### config.mk
export PLATFORM = sky130hd
export DESIGN_NAME = text_console_writer_core
export DESIGN_NICKNAME = d
export VERILOG_FILES = /design/src/hw/rtl/tcw_pkg.sv /design/src/hw/rtl/text_console_writer_core.sv /design/src/hw/rtl/tcw_dec_unit.sv /design/src/hw/rtl/tcw_cursor.sv
export SDC_FILE = /design/constraint.sdc
export NUM_CORES = 1
export LEC_CHECK = 0
export BUFFER_PORTS_ARGS = -buffer_cell sky130_fd_sc_hd__buf_2
export CAP_MARGIN = 20
export CORE_ASPECT_RATIO = 1.2
export CORE_MARGIN = 2
export CORE_UTILIZATION = 23
export DETAILED_ROUTE_END_ITERATION = 10
export GPL_TIMING_DRIVEN = 0
export PLACE_DENSITY = 0.46
export RECOVER_POWER = 100
export SLEW_MARGIN = 20
export SYNTH_ARGS = -nofsm -noshare
export SYNTH_HDL_FRONTEND = slang
export SYNTH_SLANG_ARGS = --single-unit
### constraint.sdc
create_clock -name i_clk -period 8.54 [get_ports i_clk]
set_input_delay 1.281 -clock i_clk [delete_from_list [all_inputs] [get_ports i_clk]]
set_output_delay 1.281 -clock i_clk [all_outputs]
set_load 0.005 [all_outputs]
### src/hw/rtl/tcw_pkg.sv
`default_nettype none

package tcw_pkg;

    // Cursor widths fixed by the screen geometry limits.
    localparam int unsigned ROW_W   = 5;
    localparam int unsigned COL_W   = 7;
    localparam int unsigned INDEX_W = 11;

    // Request and result field widths.
    localparam int unsigned KIND_W   = 2;
    localparam int unsigned CHAR_W   = 8;
    localparam int unsigned NUM_W    = 32;
    localparam int unsigned WORD_W   = 16;
    localparam int unsigned COLOUR_W = 8;
    localparam int unsigned S_DATA_W = 40;
    localparam int unsigned M_DATA_W = 32;

    // Up to ten characters per request; the counter needs four bits.
    localparam int unsigned MAX_CHARS = 10;
    localparam int unsigned CNT_W     = 4;
    localparam int unsigned DIGIT_W   = 4;

    localparam logic [COLOUR_W-1:0] COLOUR_RESET = 8'h07;
    localparam logic [CHAR_W-1:0]   NEWLINE_CODE = 8'h0A;
    localparam logic [CHAR_W-1:0]   CHAR_ZERO    = 8'h30;
    localparam logic [CHAR_W-1:0]   CHAR_X       = 8'h78;
    localparam logic [CNT_W-1:0]    HEX_LEN      = 4'd10;
    localparam logic [CNT_W-1:0]    HEX_X_LEFT   = 4'd9;

    // Reciprocal of ten: floor(n * RECIP_TEN / 2^35) equals n / 10 for 32-bit n.
    localparam logic [NUM_W-1:0] RECIP_TEN   = 32'hCCCC_CCCD;
    localparam int unsigned      RECIP_SHIFT = 35;
    localparam int unsigned      QUOT_W      = 2 * NUM_W - RECIP_SHIFT;

    typedef enum logic [KIND_W-1:0] {
        KIND_CHAR = 2'd0,
        KIND_DEC  = 2'd1,
        KIND_HEX  = 2'd2
    } t_req_kind;

    typedef enum logic [1:0] {
        ST_IDLE,
        ST_MUL,
        ST_SUB,
        ST_EMIT
    } t_state;

    // Cursor commands from the sequencer.
    typedef struct packed {
        logic step;
        logic newline;
    } t_cur_cmd;

    // Uppercase hex glyph for one nibble.
    function automatic logic [CHAR_W-1:0] hex_glyph(input logic [DIGIT_W-1:0] nib);
        logic [CHAR_W-1:0] g;
        case (nib)
            4'h0: g = 8'h30;
            4'h1: g = 8'h31;
            4'h2: g = 8'h32;
            4'h3: g = 8'h33;
            4'h4: g = 8'h34;
            4'h5: g = 8'h35;
            4'h6: g = 8'h36;
            4'h7: g = 8'h37;
            4'h8: g = 8'h38;
            4'h9: g = 8'h39;
            4'hA: g = 8'h41;
            4'hB: g = 8'h42;
            4'hC: g = 8'h43;
            4'hD: g = 8'h44;
            4'hE: g = 8'h45;
            default: g = 8'h46;
        endcase
        return g;
    endfunction

endpackage

`default_nettype wire

### src/hw/rtl/text_console_writer_core.sv
`default_nettype none

// Channel      Direction  Contents
// s_axis       in         tuser: req_type; tdata: char_code, number
// m_axis       out        tdata: cell_index, cell_word; tlast: last_write
// cfg          in         i_cfg_wr_en / i_cfg_wr_data: text_colour
//
// A character is accepted and then emitted as one cell; a newline only moves the cursor.
// Hex is accepted and then emits ten cells, one per cycle while the output slot is free.
// Decimal passes each digit through the divide-by-ten states ST_MUL and ST_SUB,
// then emits the digits, most significant first: up to ten digits.
// Emission waits while the output register holds a write m_axis has not taken.
// Reset is synchronous: cursor at the top left, colour 7, no result pending.
module text_console_writer_core #(
    parameter int unsigned SCREEN_WIDTH  = 80,
    parameter int unsigned SCREEN_HEIGHT = 25
) (
    input  wire logic                             i_clk,
    input  wire logic                             i_rst_n,
    // Request channel.
    input  wire logic                             s_axis_tvalid,
    output logic                                  s_axis_tready,
    // tdata bits 7..0 char_code, 39..8 number.
    input  wire logic [tcw_pkg::S_DATA_W-1:0]     s_axis_tdata,
    // tuser bits 1..0 req_type.
    input  wire logic [tcw_pkg::KIND_W-1:0]       s_axis_tuser,
    // Cell write channel.
    output logic                                  m_axis_tvalid,
    input  wire logic                             m_axis_tready,
    // tdata bits 10..0 cell_index, 26..11 cell_word, 31..27 zero.
    output logic      [tcw_pkg::M_DATA_W-1:0]     m_axis_tdata,
    output logic                                  m_axis_tlast,
    // Colour register write.
    input  wire logic                             i_cfg_wr_en,
    input  wire logic [tcw_pkg::COLOUR_W-1:0]     i_cfg_wr_data
);

    tcw_pkg::t_state    r_state, n_state;
    tcw_pkg::t_req_kind r_kind;
    tcw_pkg::t_req_kind w_in_kind;
    tcw_pkg::t_cur_cmd  w_cmd;

    logic [tcw_pkg::COLOUR_W-1:0] r_colour;
    logic [tcw_pkg::CHAR_W-1:0]   r_char;
    logic [tcw_pkg::NUM_W-1:0]    r_num;
    logic [tcw_pkg::CNT_W-1:0]    r_left;
    logic [tcw_pkg::DIGIT_W-1:0]  r_dig [tcw_pkg::MAX_CHARS];

    logic                         r_out_valid;
    logic [tcw_pkg::INDEX_W-1:0]  r_out_index;
    logic [tcw_pkg::WORD_W-1:0]   r_out_word;
    logic                         r_out_last;

    logic                         w_accept;
    logic                         w_slot_free;
    logic                         w_emit;
    logic [tcw_pkg::CHAR_W-1:0]   w_in_char;
    logic [tcw_pkg::NUM_W-1:0]    w_in_num;
    logic [tcw_pkg::CNT_W-1:0]    w_dig_idx;
    logic [tcw_pkg::CHAR_W-1:0]   w_glyph;
    logic [tcw_pkg::NUM_W-1:0]    w_quot;
    logic [tcw_pkg::DIGIT_W-1:0]  w_rem;
    logic [tcw_pkg::INDEX_W-1:0]  w_index;

    assign w_in_kind   = tcw_pkg::t_req_kind'(s_axis_tuser);
    assign w_in_char   = s_axis_tdata[tcw_pkg::CHAR_W-1:0];
    assign w_in_num    = s_axis_tdata[tcw_pkg::CHAR_W +: tcw_pkg::NUM_W];
    assign w_accept    = s_axis_tvalid && s_axis_tready;
    assign w_slot_free = !r_out_valid || m_axis_tready;
    assign w_dig_idx   = r_left - 1'b1;

    tcw_dec_unit u_dec (
        .i_clk      (i_clk),
        .i_dividend (r_num),
        .o_quot     (w_quot),
        .o_rem      (w_rem)
    );

    tcw_cursor #(
        .SCREEN_WIDTH  (SCREEN_WIDTH),
        .SCREEN_HEIGHT (SCREEN_HEIGHT)
    ) u_cursor (
        .i_clk   (i_clk),
        .i_rst_n (i_rst_n),
        .i_cmd   (w_cmd),
        .o_index (w_index)
    );

    // Character shown by the current emission.
    always_comb begin
        case (r_kind)
            tcw_pkg::KIND_CHAR: w_glyph = r_char;
            tcw_pkg::KIND_DEC:  w_glyph = tcw_pkg::CHAR_ZERO
                                          + tcw_pkg::CHAR_W'(r_dig[w_dig_idx]);
            tcw_pkg::KIND_HEX: begin
                if (r_left == tcw_pkg::HEX_LEN) begin
                    w_glyph = tcw_pkg::CHAR_ZERO;
                end else if (r_left == tcw_pkg::HEX_X_LEFT) begin
                    w_glyph = tcw_pkg::CHAR_X;
                end else begin
                    w_glyph = tcw_pkg::hex_glyph(r_num[tcw_pkg::NUM_W-1 -: tcw_pkg::DIGIT_W]);
                end
            end
            default: w_glyph = r_char;
        endcase
    end

    // Sequencer: next state, handshake and cursor commands.
    always_comb begin
        n_state       = r_state;
        s_axis_tready = (r_state == tcw_pkg::ST_IDLE);
        w_emit        = 1'b0;
        w_cmd         = '0;
        case (r_state)
            tcw_pkg::ST_IDLE: begin
                if (w_accept) begin
                    case (w_in_kind)
                        tcw_pkg::KIND_CHAR: begin
                            if (w_in_char == tcw_pkg::NEWLINE_CODE) begin
                                w_cmd.newline = 1'b1;
                            end else begin
                                n_state = tcw_pkg::ST_EMIT;
                            end
                        end
                        tcw_pkg::KIND_DEC: n_state = tcw_pkg::ST_MUL;
                        tcw_pkg::KIND_HEX: n_state = tcw_pkg::ST_EMIT;
                        default:           n_state = tcw_pkg::ST_IDLE;
                    endcase
                end
            end
            tcw_pkg::ST_MUL: n_state = tcw_pkg::ST_SUB;
            tcw_pkg::ST_SUB: begin
                if (w_quot == '0) begin
                    n_state = tcw_pkg::ST_EMIT;
                end else begin
                    n_state = tcw_pkg::ST_MUL;
                end
            end
            tcw_pkg::ST_EMIT: begin
                if (w_slot_free) begin
                    w_emit     = 1'b1;
                    w_cmd.step = 1'b1;
                    if (r_left == 4'd1) begin
                        n_state = tcw_pkg::ST_IDLE;
                    end
                end
            end
            default: n_state = tcw_pkg::ST_IDLE;
        endcase
    end

    always_ff @(posedge i_clk) begin
        if (!i_rst_n) begin
            r_state <= tcw_pkg::ST_IDLE;
        end else begin
            r_state <= n_state;
        end
    end

    // Colour register.
    always_ff @(posedge i_clk) begin
        if (!i_rst_n) begin
            r_colour <= tcw_pkg::COLOUR_RESET;
        end else if (i_cfg_wr_en) begin
            r_colour <= i_cfg_wr_data;
        end
    end

    // Request working registers and digit store.
    always_ff @(posedge i_clk) begin
        if (!i_rst_n) begin
            r_left <= '0;
        end else if (w_accept) begin
            r_kind <= w_in_kind;
            r_char <= w_in_char;
            r_num  <= w_in_num;
            case (w_in_kind)
                tcw_pkg::KIND_CHAR: r_left <= 4'd1;
                tcw_pkg::KIND_HEX:  r_left <= tcw_pkg::HEX_LEN;
                default:            r_left <= '0;
            endcase
        end else if (r_state == tcw_pkg::ST_SUB) begin
            r_dig[r_left] <= w_rem;
            r_left        <= r_left + 1'b1;
            r_num         <= w_quot;
        end else if (w_emit) begin
            r_left <= w_dig_idx;
            // Hex digits leave from the top nibble once the prefix is out.
            if (r_kind == tcw_pkg::KIND_HEX && r_left < tcw_pkg::HEX_X_LEFT) begin
                r_num <= r_num << tcw_pkg::DIGIT_W;
            end
        end
    end

    // Output register.
    always_ff @(posedge i_clk) begin
        if (!i_rst_n) begin
            r_out_valid <= 1'b0;
        end else if (w_emit) begin
            r_out_valid <= 1'b1;
        end else if (m_axis_tready) begin
            r_out_valid <= 1'b0;
        end
    end

    always_ff @(posedge i_clk) begin
        if (w_emit) begin
            r_out_index <= w_index;
            r_out_word  <= {r_colour, w_glyph};
            r_out_last  <= (r_left == 4'd1);
        end
    end

    assign m_axis_tvalid = r_out_valid;
    assign m_axis_tlast  = r_out_last;
    assign m_axis_tdata  = {
        (tcw_pkg::M_DATA_W - tcw_pkg::WORD_W - tcw_pkg::INDEX_W)'(0),
        r_out_word, r_out_index
    };

endmodule

`default_nettype wire

### src/hw/rtl/tcw_dec_unit.sv
`default_nettype none

// Divide-by-ten unit: a registered reciprocal multiply, then the quotient
// and remainder are formed from the product and the held dividend.
module tcw_dec_unit (
    input  wire logic                                i_clk,
    input  wire logic [tcw_pkg::NUM_W-1:0]           i_dividend,
    output logic      [tcw_pkg::NUM_W-1:0]           o_quot,
    output logic      [tcw_pkg::DIGIT_W-1:0]         o_rem
);

    logic [2*tcw_pkg::NUM_W-1:0] r_prod;
    logic [tcw_pkg::NUM_W-1:0]   w_times_ten;
    logic [tcw_pkg::NUM_W-1:0]   w_diff;

    // Product register; the dividend must stay stable for the following cycle.
    always_ff @(posedge i_clk) begin
        r_prod <= 64'(i_dividend) * 64'(tcw_pkg::RECIP_TEN);
    end

    // Quotient from the high product bits, remainder by shift and add.
    always_comb begin
        o_quot      = tcw_pkg::NUM_W'(r_prod[2*tcw_pkg::NUM_W-1:tcw_pkg::RECIP_SHIFT]);
        w_times_ten = (o_quot << 3) + (o_quot << 1);
        w_diff      = i_dividend - w_times_ten;
        o_rem       = w_diff[tcw_pkg::DIGIT_W-1:0];
    end

endmodule

`default_nettype wire

### src/hw/rtl/tcw_cursor.sv
`default_nettype none

// Row and column cursor with wrap, and the cell index it addresses.
module tcw_cursor #(
    parameter int unsigned SCREEN_WIDTH  = 80,
    parameter int unsigned SCREEN_HEIGHT = 25
) (
    input  wire logic                          i_clk,
    input  wire logic                          i_rst_n,
    input  wire tcw_pkg::t_cur_cmd             i_cmd,
    output logic [tcw_pkg::INDEX_W-1:0]        o_index
);

    localparam int unsigned SUM_W = tcw_pkg::ROW_W + tcw_pkg::COL_W;

    logic [tcw_pkg::ROW_W-1:0] r_row, n_row;
    logic [tcw_pkg::COL_W-1:0] r_col, n_col;
    logic [tcw_pkg::ROW_W:0]   w_row_inc;
    logic [tcw_pkg::COL_W:0]   w_col_inc;
    logic [tcw_pkg::ROW_W-1:0] w_row_adv;
    logic [SUM_W-1:0]          w_sum;

    // Next cursor position.
    always_comb begin
        w_row_inc = {1'b0, r_row} + 1'b1;
        w_col_inc = {1'b0, r_col} + 1'b1;
        if (w_row_inc >= (tcw_pkg::ROW_W+1)'(SCREEN_HEIGHT)) begin
            w_row_adv = '0;
        end else begin
            w_row_adv = w_row_inc[tcw_pkg::ROW_W-1:0];
        end
        n_row = r_row;
        n_col = r_col;
        if (i_cmd.newline) begin
            n_col = '0;
            n_row = w_row_adv;
        end else if (i_cmd.step) begin
            if (w_col_inc >= (tcw_pkg::COL_W+1)'(SCREEN_WIDTH)) begin
                n_col = '0;
                n_row = w_row_adv;
            end else begin
                n_col = w_col_inc[tcw_pkg::COL_W-1:0];
            end
        end
    end

    always_ff @(posedge i_clk) begin
        if (!i_rst_n) begin
            r_row <= '0;
            r_col <= '0;
        end else begin
            r_row <= n_row;
            r_col <= n_col;
        end
    end

    // Cell index, row times width plus column, kept to its low bits.
    always_comb begin
        w_sum   = SUM_W'(r_row) * SUM_W'(SCREEN_WIDTH) + SUM_W'(r_col);
        o_index = w_sum[tcw_pkg::INDEX_W-1:0];
    end

endmodule

`default_nettype wire

# --- After elaboration in Yosys (flattened, before gate mapping) ---
# Memory sizes are Yosys's and may differ from the RTL's. A register that Yosys moved wholly into a read port is not among the register bits.
# Cells that the tools add are included.
word_totals:
  reg_bits: 161
  ram_bits: 40
  mem_bits_ro: 112
  inputBits: 55
  elab_cells: 97
  mem_count: 2
classes:
  addsub: 8
  n_mul: 2
  magnitude_cmp: 3
  n_eq_ne: 15
  n_mux: 36
  bitwise_logic: 1
  n_reduce_logical: 17
memory_table:
  columns: ["name", "depth", "word_bits", "rd", "rd_ports_with_merged_regs", "wr", "line_no", "text"]
  rows:
  - ["(name not given)", 16, 7, 1, 1, 0, "tcw_pkg.sv:58", "case (nib)"]
  - ["r_dig", 10, 4, 1, 0, 1, "text_console_writer_core.sv:47", "logic [tcw_pkg::DIGIT_W-1:0] r_dig [tcw_pkg::MAX_CHARS];"]
ops:
  columns: ["op", "n"]
  rows:
  - ["$mux W32", 4]
  - ["$mul A32 B32 Y64 const B", 1]
  - ["$logic_not A32 Y1", 1]
  - ["$mux W5", 4]
  - ["$mux W4", 4]
  - ["$mux W8", 2]
  - ["$pmux W8 S2", 1]
  - ["$mux W1", 12]
  - ["$add A11 B7 Y11", 1]
  - ["$mux W2", 5]
  - ["$add A7 B1 Y8 const B", 1]
  - ["$eq A2 B2 Y1 const B", 4]
  - ["$eq A4 B4 Y1 const B", 2]
  - ["$eq A8 B4 Y1 const B", 1]
  - ["$ge A8 B7 Y1 const B", 1]
  - ["$pmux W2 S4", 1]
  - ["$pmux W4 S2", 1]
  - ["$add A6 B4 Y7 const A", 1]
  - ["$mul A5 B3 Y7 const B", 1]
  - ["$mux W7", 1]
  - ["$add A5 B1 Y6 const B", 1]
  - ["$eq A2 B1 Y1 const B", 3]
  - ["$ge A6 B5 Y1 const B", 1]
  - ["$pmux W2 S3", 1]
  - ["other kinds (20)", 27]

# --- Logic depth before layout (Yosys ltp) ---
logic_depth:
  depth_word: 8
  ltp_mapped: 24
  ltp_nobuf: 24

# --- Cells and area by module ---
# Synthesis repeated with hierarchy kept, for this count alone.
unflattened:
  cells_unflattened: 2311
  hier_area_um2: 24139.4
modules_own_cells:
  columns: ["module", "n_inst", "cells_each", "area_each_um2", "seq_area_each_um2"]
  rows:
  - ["tcw_dec_unit", 1, 1709, 17274.1, 580.6]
  - ["text_console_writer_core", 1, 475, 5824.3, 3723.6]
  - ["tcw_cursor", 1, 127, 1041.0, 240.2]

# --- Worst setup path before layout ---
# OpenSTA, ideal clock, no wires.
synth_timing:
  path_type: "flip-flop to flip-flop"
  start: "register r_num[20] (netlist name)"
  end: "register u_dec.r_prod[59] (netlist name)"
  setup_ns: 0.141
  t_arrival_ns: 6.313
  required_time_ns: 8.399
  path_slack_ns: 2.086
  path_stages_with_launch: 23
  n_path_buf: 1
  period_less_slack_ns: 6.454
  cell_sequence: "edfxtp_1 ha_1 inv_1 fa_1 inv_1 fa_1 inv_1 fa_1 inv_1 fa_1 fa_1 fa_1 fa_1 ha_1 buf_2 a21oi_2 o21ai_0 a221oi_1 o21ai_1 a221oi_2 o21ai_2 a2111oi_0 a311oi_1"
synth_between:
  elab_chain_len: 1
synth_lines:
  columns: ["element", "line_no", "text"]
  rows:
  - ["start, declared", "text_console_writer_core.sv:45", "logic [tcw_pkg::NUM_W-1:0] r_num;"]
  - ["start signal, assigned", "text_console_writer_core.sv:176", "r_num <= w_in_num;"]
  - ["start signal, assigned", "text_console_writer_core.sv:185", "r_num <= w_quot;"]
  - ["start signal, assigned", "text_console_writer_core.sv:190", "r_num <= r_num << tcw_pkg::DIGIT_W;"]
  - ["$mul A32 B32 Y64", "tcw_dec_unit.sv:18", "r_prod <= 64'(i_dividend) * 64'(tcw_pkg::RECIP_TEN);"]
  - ["end signal, assigned", "tcw_dec_unit.sv:18", null]
  - ["end, declared", "tcw_dec_unit.sv:12", "logic [2*tcw_pkg::NUM_W-1:0] r_prod;"]
# No other way between the ends.
# A chain may end at the register's enable or synchronous reset.

# --- Final worst setup path ---
layout_timing:
  start: "register r_num[8] (netlist name)"
  end: "register u_dec.r_prod[53] (netlist name)"
# The elaborated chain is that of the path after synthesis.

==> results.toml <==
[cts]
worst_setup_hold_path_clk_slew_ns = 0.08
cts.htree.levels = 4
cts_hold_repair.buffers = 0
tritoncts.num_buffers = 17
worst_skew_pair.late_latency_ns = 0.44
clockBufferDepth = 2
clock_tree.root_cell = "clkbuf_16"
cts_tree = "done"
cts_num_sinks = 172
count_of_instances_resized_after_the_clock_tree_is_built = 0
postCtsSetupRepairBufs = 0

[sta]
final_hold_fails = 0
setup_repair_after_global_routing_missed_its_margin = "no"
totalNegativeSetupSlack_ns = 0
setup_viol_count_final = 0
period_needed_ns = 8.32
worst_clock_skew_ns = 0.0124
tightest_slew_ns = 2.23
fmax_mhz = 120
max-slew-margin-rel = -0.486
post-route-period-util = 0.975
worst_hold_slack_ns = 0.432
maxSlewViolCount = 38
postLayoutSetupSlackWorst_ns = 0.216

[setup_path]
worst_setup_path_end_kind = "register"
timing.critical_path.from_type = "register"
worst_setup_slack_for_register_to_register_paths_ns = 0.22
worstSetupPathType = "reg -> reg"
maximum_fanout_count_along_the_critical_path = 8
critPathRequiredTime_ns = 8.84
worst_ep_arrival_time_ns = 8.63

[synth]
synthesis.instances = 2385
synth_largest_area_cell = "fa_1"
netlist-cell-type-count = 82
ys_top_cells_by_area = "fa_1 32%, ha_1 19%, edfxtp_1 13%"
yosysWarnings = 0
synth_largest_type_area_fraction = 0.316
ys_async_sr_fraction = 0
dominant_combinational_cell_family_by_area_after_synthesis = "adder cells"
synth_area_per_cell_sq_um = 10.3
ys_ff_latch = 172
post_synth_edffs = 110
yosysMostFrequentCell = "inv_1"
synth.top_cells.by_count = "566 x inv_1, 388 x fa_1, 372 x ha_1, 135 x nand2_1, 110 x edfxtp_1"
synth-compound-area-share = 0.0878
synth_sequential_area_ratio = 0.185
synth_xor_xnor_area_share = 0.0324
synth_flop_cell = "edfxtp_1"
synth_area_sq_um = 24600
synth_simple_gate_area_share = 0.0754
yosys-mux-area-fraction = 0.0164
yosys.area_share.adder = 0.506

[flow_run]
max-cap-violations = 1

[detailed_routing]
avgViaCountPerCell = 4.37
drt_drc_violations_left = 0
postRouteWirelength_mm = 79.4
detailroute.via_count = 17035
post_route_ant_nets = 0
dr.first_iter.drc_count = 941
drt_first_pass_iters = 7
route.detailed.wl_per_inst_microns = 20.4

[placed_design]
dp_hpwl_mm = 70.2
port_buffers = 82
gp_congestion = 0.952
placement.setup.worst_slack_ns = 0.220
placed_area_sq_um = 26700

[die]
coreArea_sq_um = 106000
die_area_sq_um = 109000
chip_height_microns = 362
die_width_microns = 302
io_pins = 90
core.rowCount = 131
initial_utilization = 0.232

[global_routing]
grt_antenna_before_repair = 0
grt_max_degree = 38
grt_first_pass_wirelength_mm = 118
grt.overflow.total = 0
grt.total_usage = 0.148
via_count_of_the_first_global_routing_pass = 18460

[final_layout]
number_of_inserted_diodes = 0
stdcell_area_sq_um = 27200
syn_to_final_growth_pct = 10.9
layout_fillers = 11354
post_route_cells_drive_above_1_share = 0.0507
design.final.nets = 3305

[min_path]
worstHoldPathType = "reg -> reg"

[status]
run_status = "complete, but fails checks"
failed_checks = "max-capacitance violations, max-slew violations"
==> cells by family after synthesis <==
group           after synthesis
compound gates              322
xor+xnor                     91
fa+ha+maj                   761
buf+inv                     627
flops                       172
mux                          30
other cells                   1
simple gates                381
==> cell type report <==
type / count / area (sq um) / share of cell area
plain buffers: 59 / 241 / 0.00886
flip-flops and latches: 172 / 4540 / 0.167
clock inverters: 15 / 158 / 0.00579
repair buffers: 82 / 378 / 0.0139
clock buffers: 17 / 425 / 0.0156
inverters: 568 / 2130 / 0.0783
multi-input cells: 1590 / 17600 / 0.647
well taps: 1396 / 1750 / 0.0641
==> placed cells by master, fill, tap and decap left out, types with 47 or more instances in the layout <==
master,netlist,final
buf_2,5,57
clkbuf_1,48,79
nand2_1,135,135
fa_1,388,388
edfxtp_1,110,110
nor2_1,75,75
inv_1,566,566
dfxtp_1,62,62
xnor2_1,47,47
o21ai_0,49,49
ha_1,372,372
a21oi_1,98,100
==> metrics by stage <==
step,util,cells
6_report,0.257,3899
5_1_grt,0.257,3899
4_1_cts,0.258,3899
3_5_place_dp,0.252,3867
3_3_place_gp,0.252,3867
2_1_floorplan,-,2389
==> routing by layer <==
metal / up-vias / part of all wire / track usage
li1: 7907 / - / -
met1: 8615 / 0.41 / 0.176
met2: 386 / 0.51 / 0.268
met3: 127 / 0.027 / 0.0119
met4: 0 / 0.053 / 0.0661
met5: - / 0 / 0
==> flip-flops by register name, summed over array words and instances (netlist names), named ones only <==
name,flops
r_colour,8
r_kind,2
r_char,8
r_num,32
r_left,4
r_out_word,16
r_dig,40
m_axis_tvalid,1
u_cursor.r_col,7
u_dec.r_prod,29
m_axis_tlast,1
u_cursor.r_row,5
r_out_index,11
r_state,2
==> worst max-delay path, cell delays in order, from the launching register on <==
cell and delay, ns:
edfxtp_1 0.76, ha_1 0.61, inv_1 0.26, fa_1 0.64, inv_1 0.07, fa_1 0.51
inv_1 0.05, fa_1 0.49, inv_1 0.05, fa_1 0.56, fa_1 0.45, fa_1 0.56
fa_1 0.46, ha_1 0.44, nand4_1 0.18, nor4_1 0.42, nand4_1 0.22, o22ai_1 0.24
a211o_1 0.37, o21a_1 0.31, a21oi_1 0.11, a21boi_0 0.38
==> worst paths after layout <==
| check | startpoint | end | depth (start not counted) |
|---|---|---|---|
| worst max-delay path | r_num[8]$_DFFE_PP_ | u_dec.r_prod[53]$_DFF_P_ | 21 |
| worst min-delay path | r_colour[7]$_SDFFE_PN0P_ | r_out_word[15]$_DFFE_PP_ | 0 |
| worst max register to register | r_num[8]$_DFFE_PP_ | u_dec.r_prod[53]$_DFF_P_ | 21 |
| worst min register to register | r_colour[7]$_SDFFE_PN0P_ | r_out_word[15]$_DFFE_PP_ | 0 |
Power is left out: the tool's default activity adds up to more than one toggle a clock period on the data nets, which glitch-free logic cannot reach.
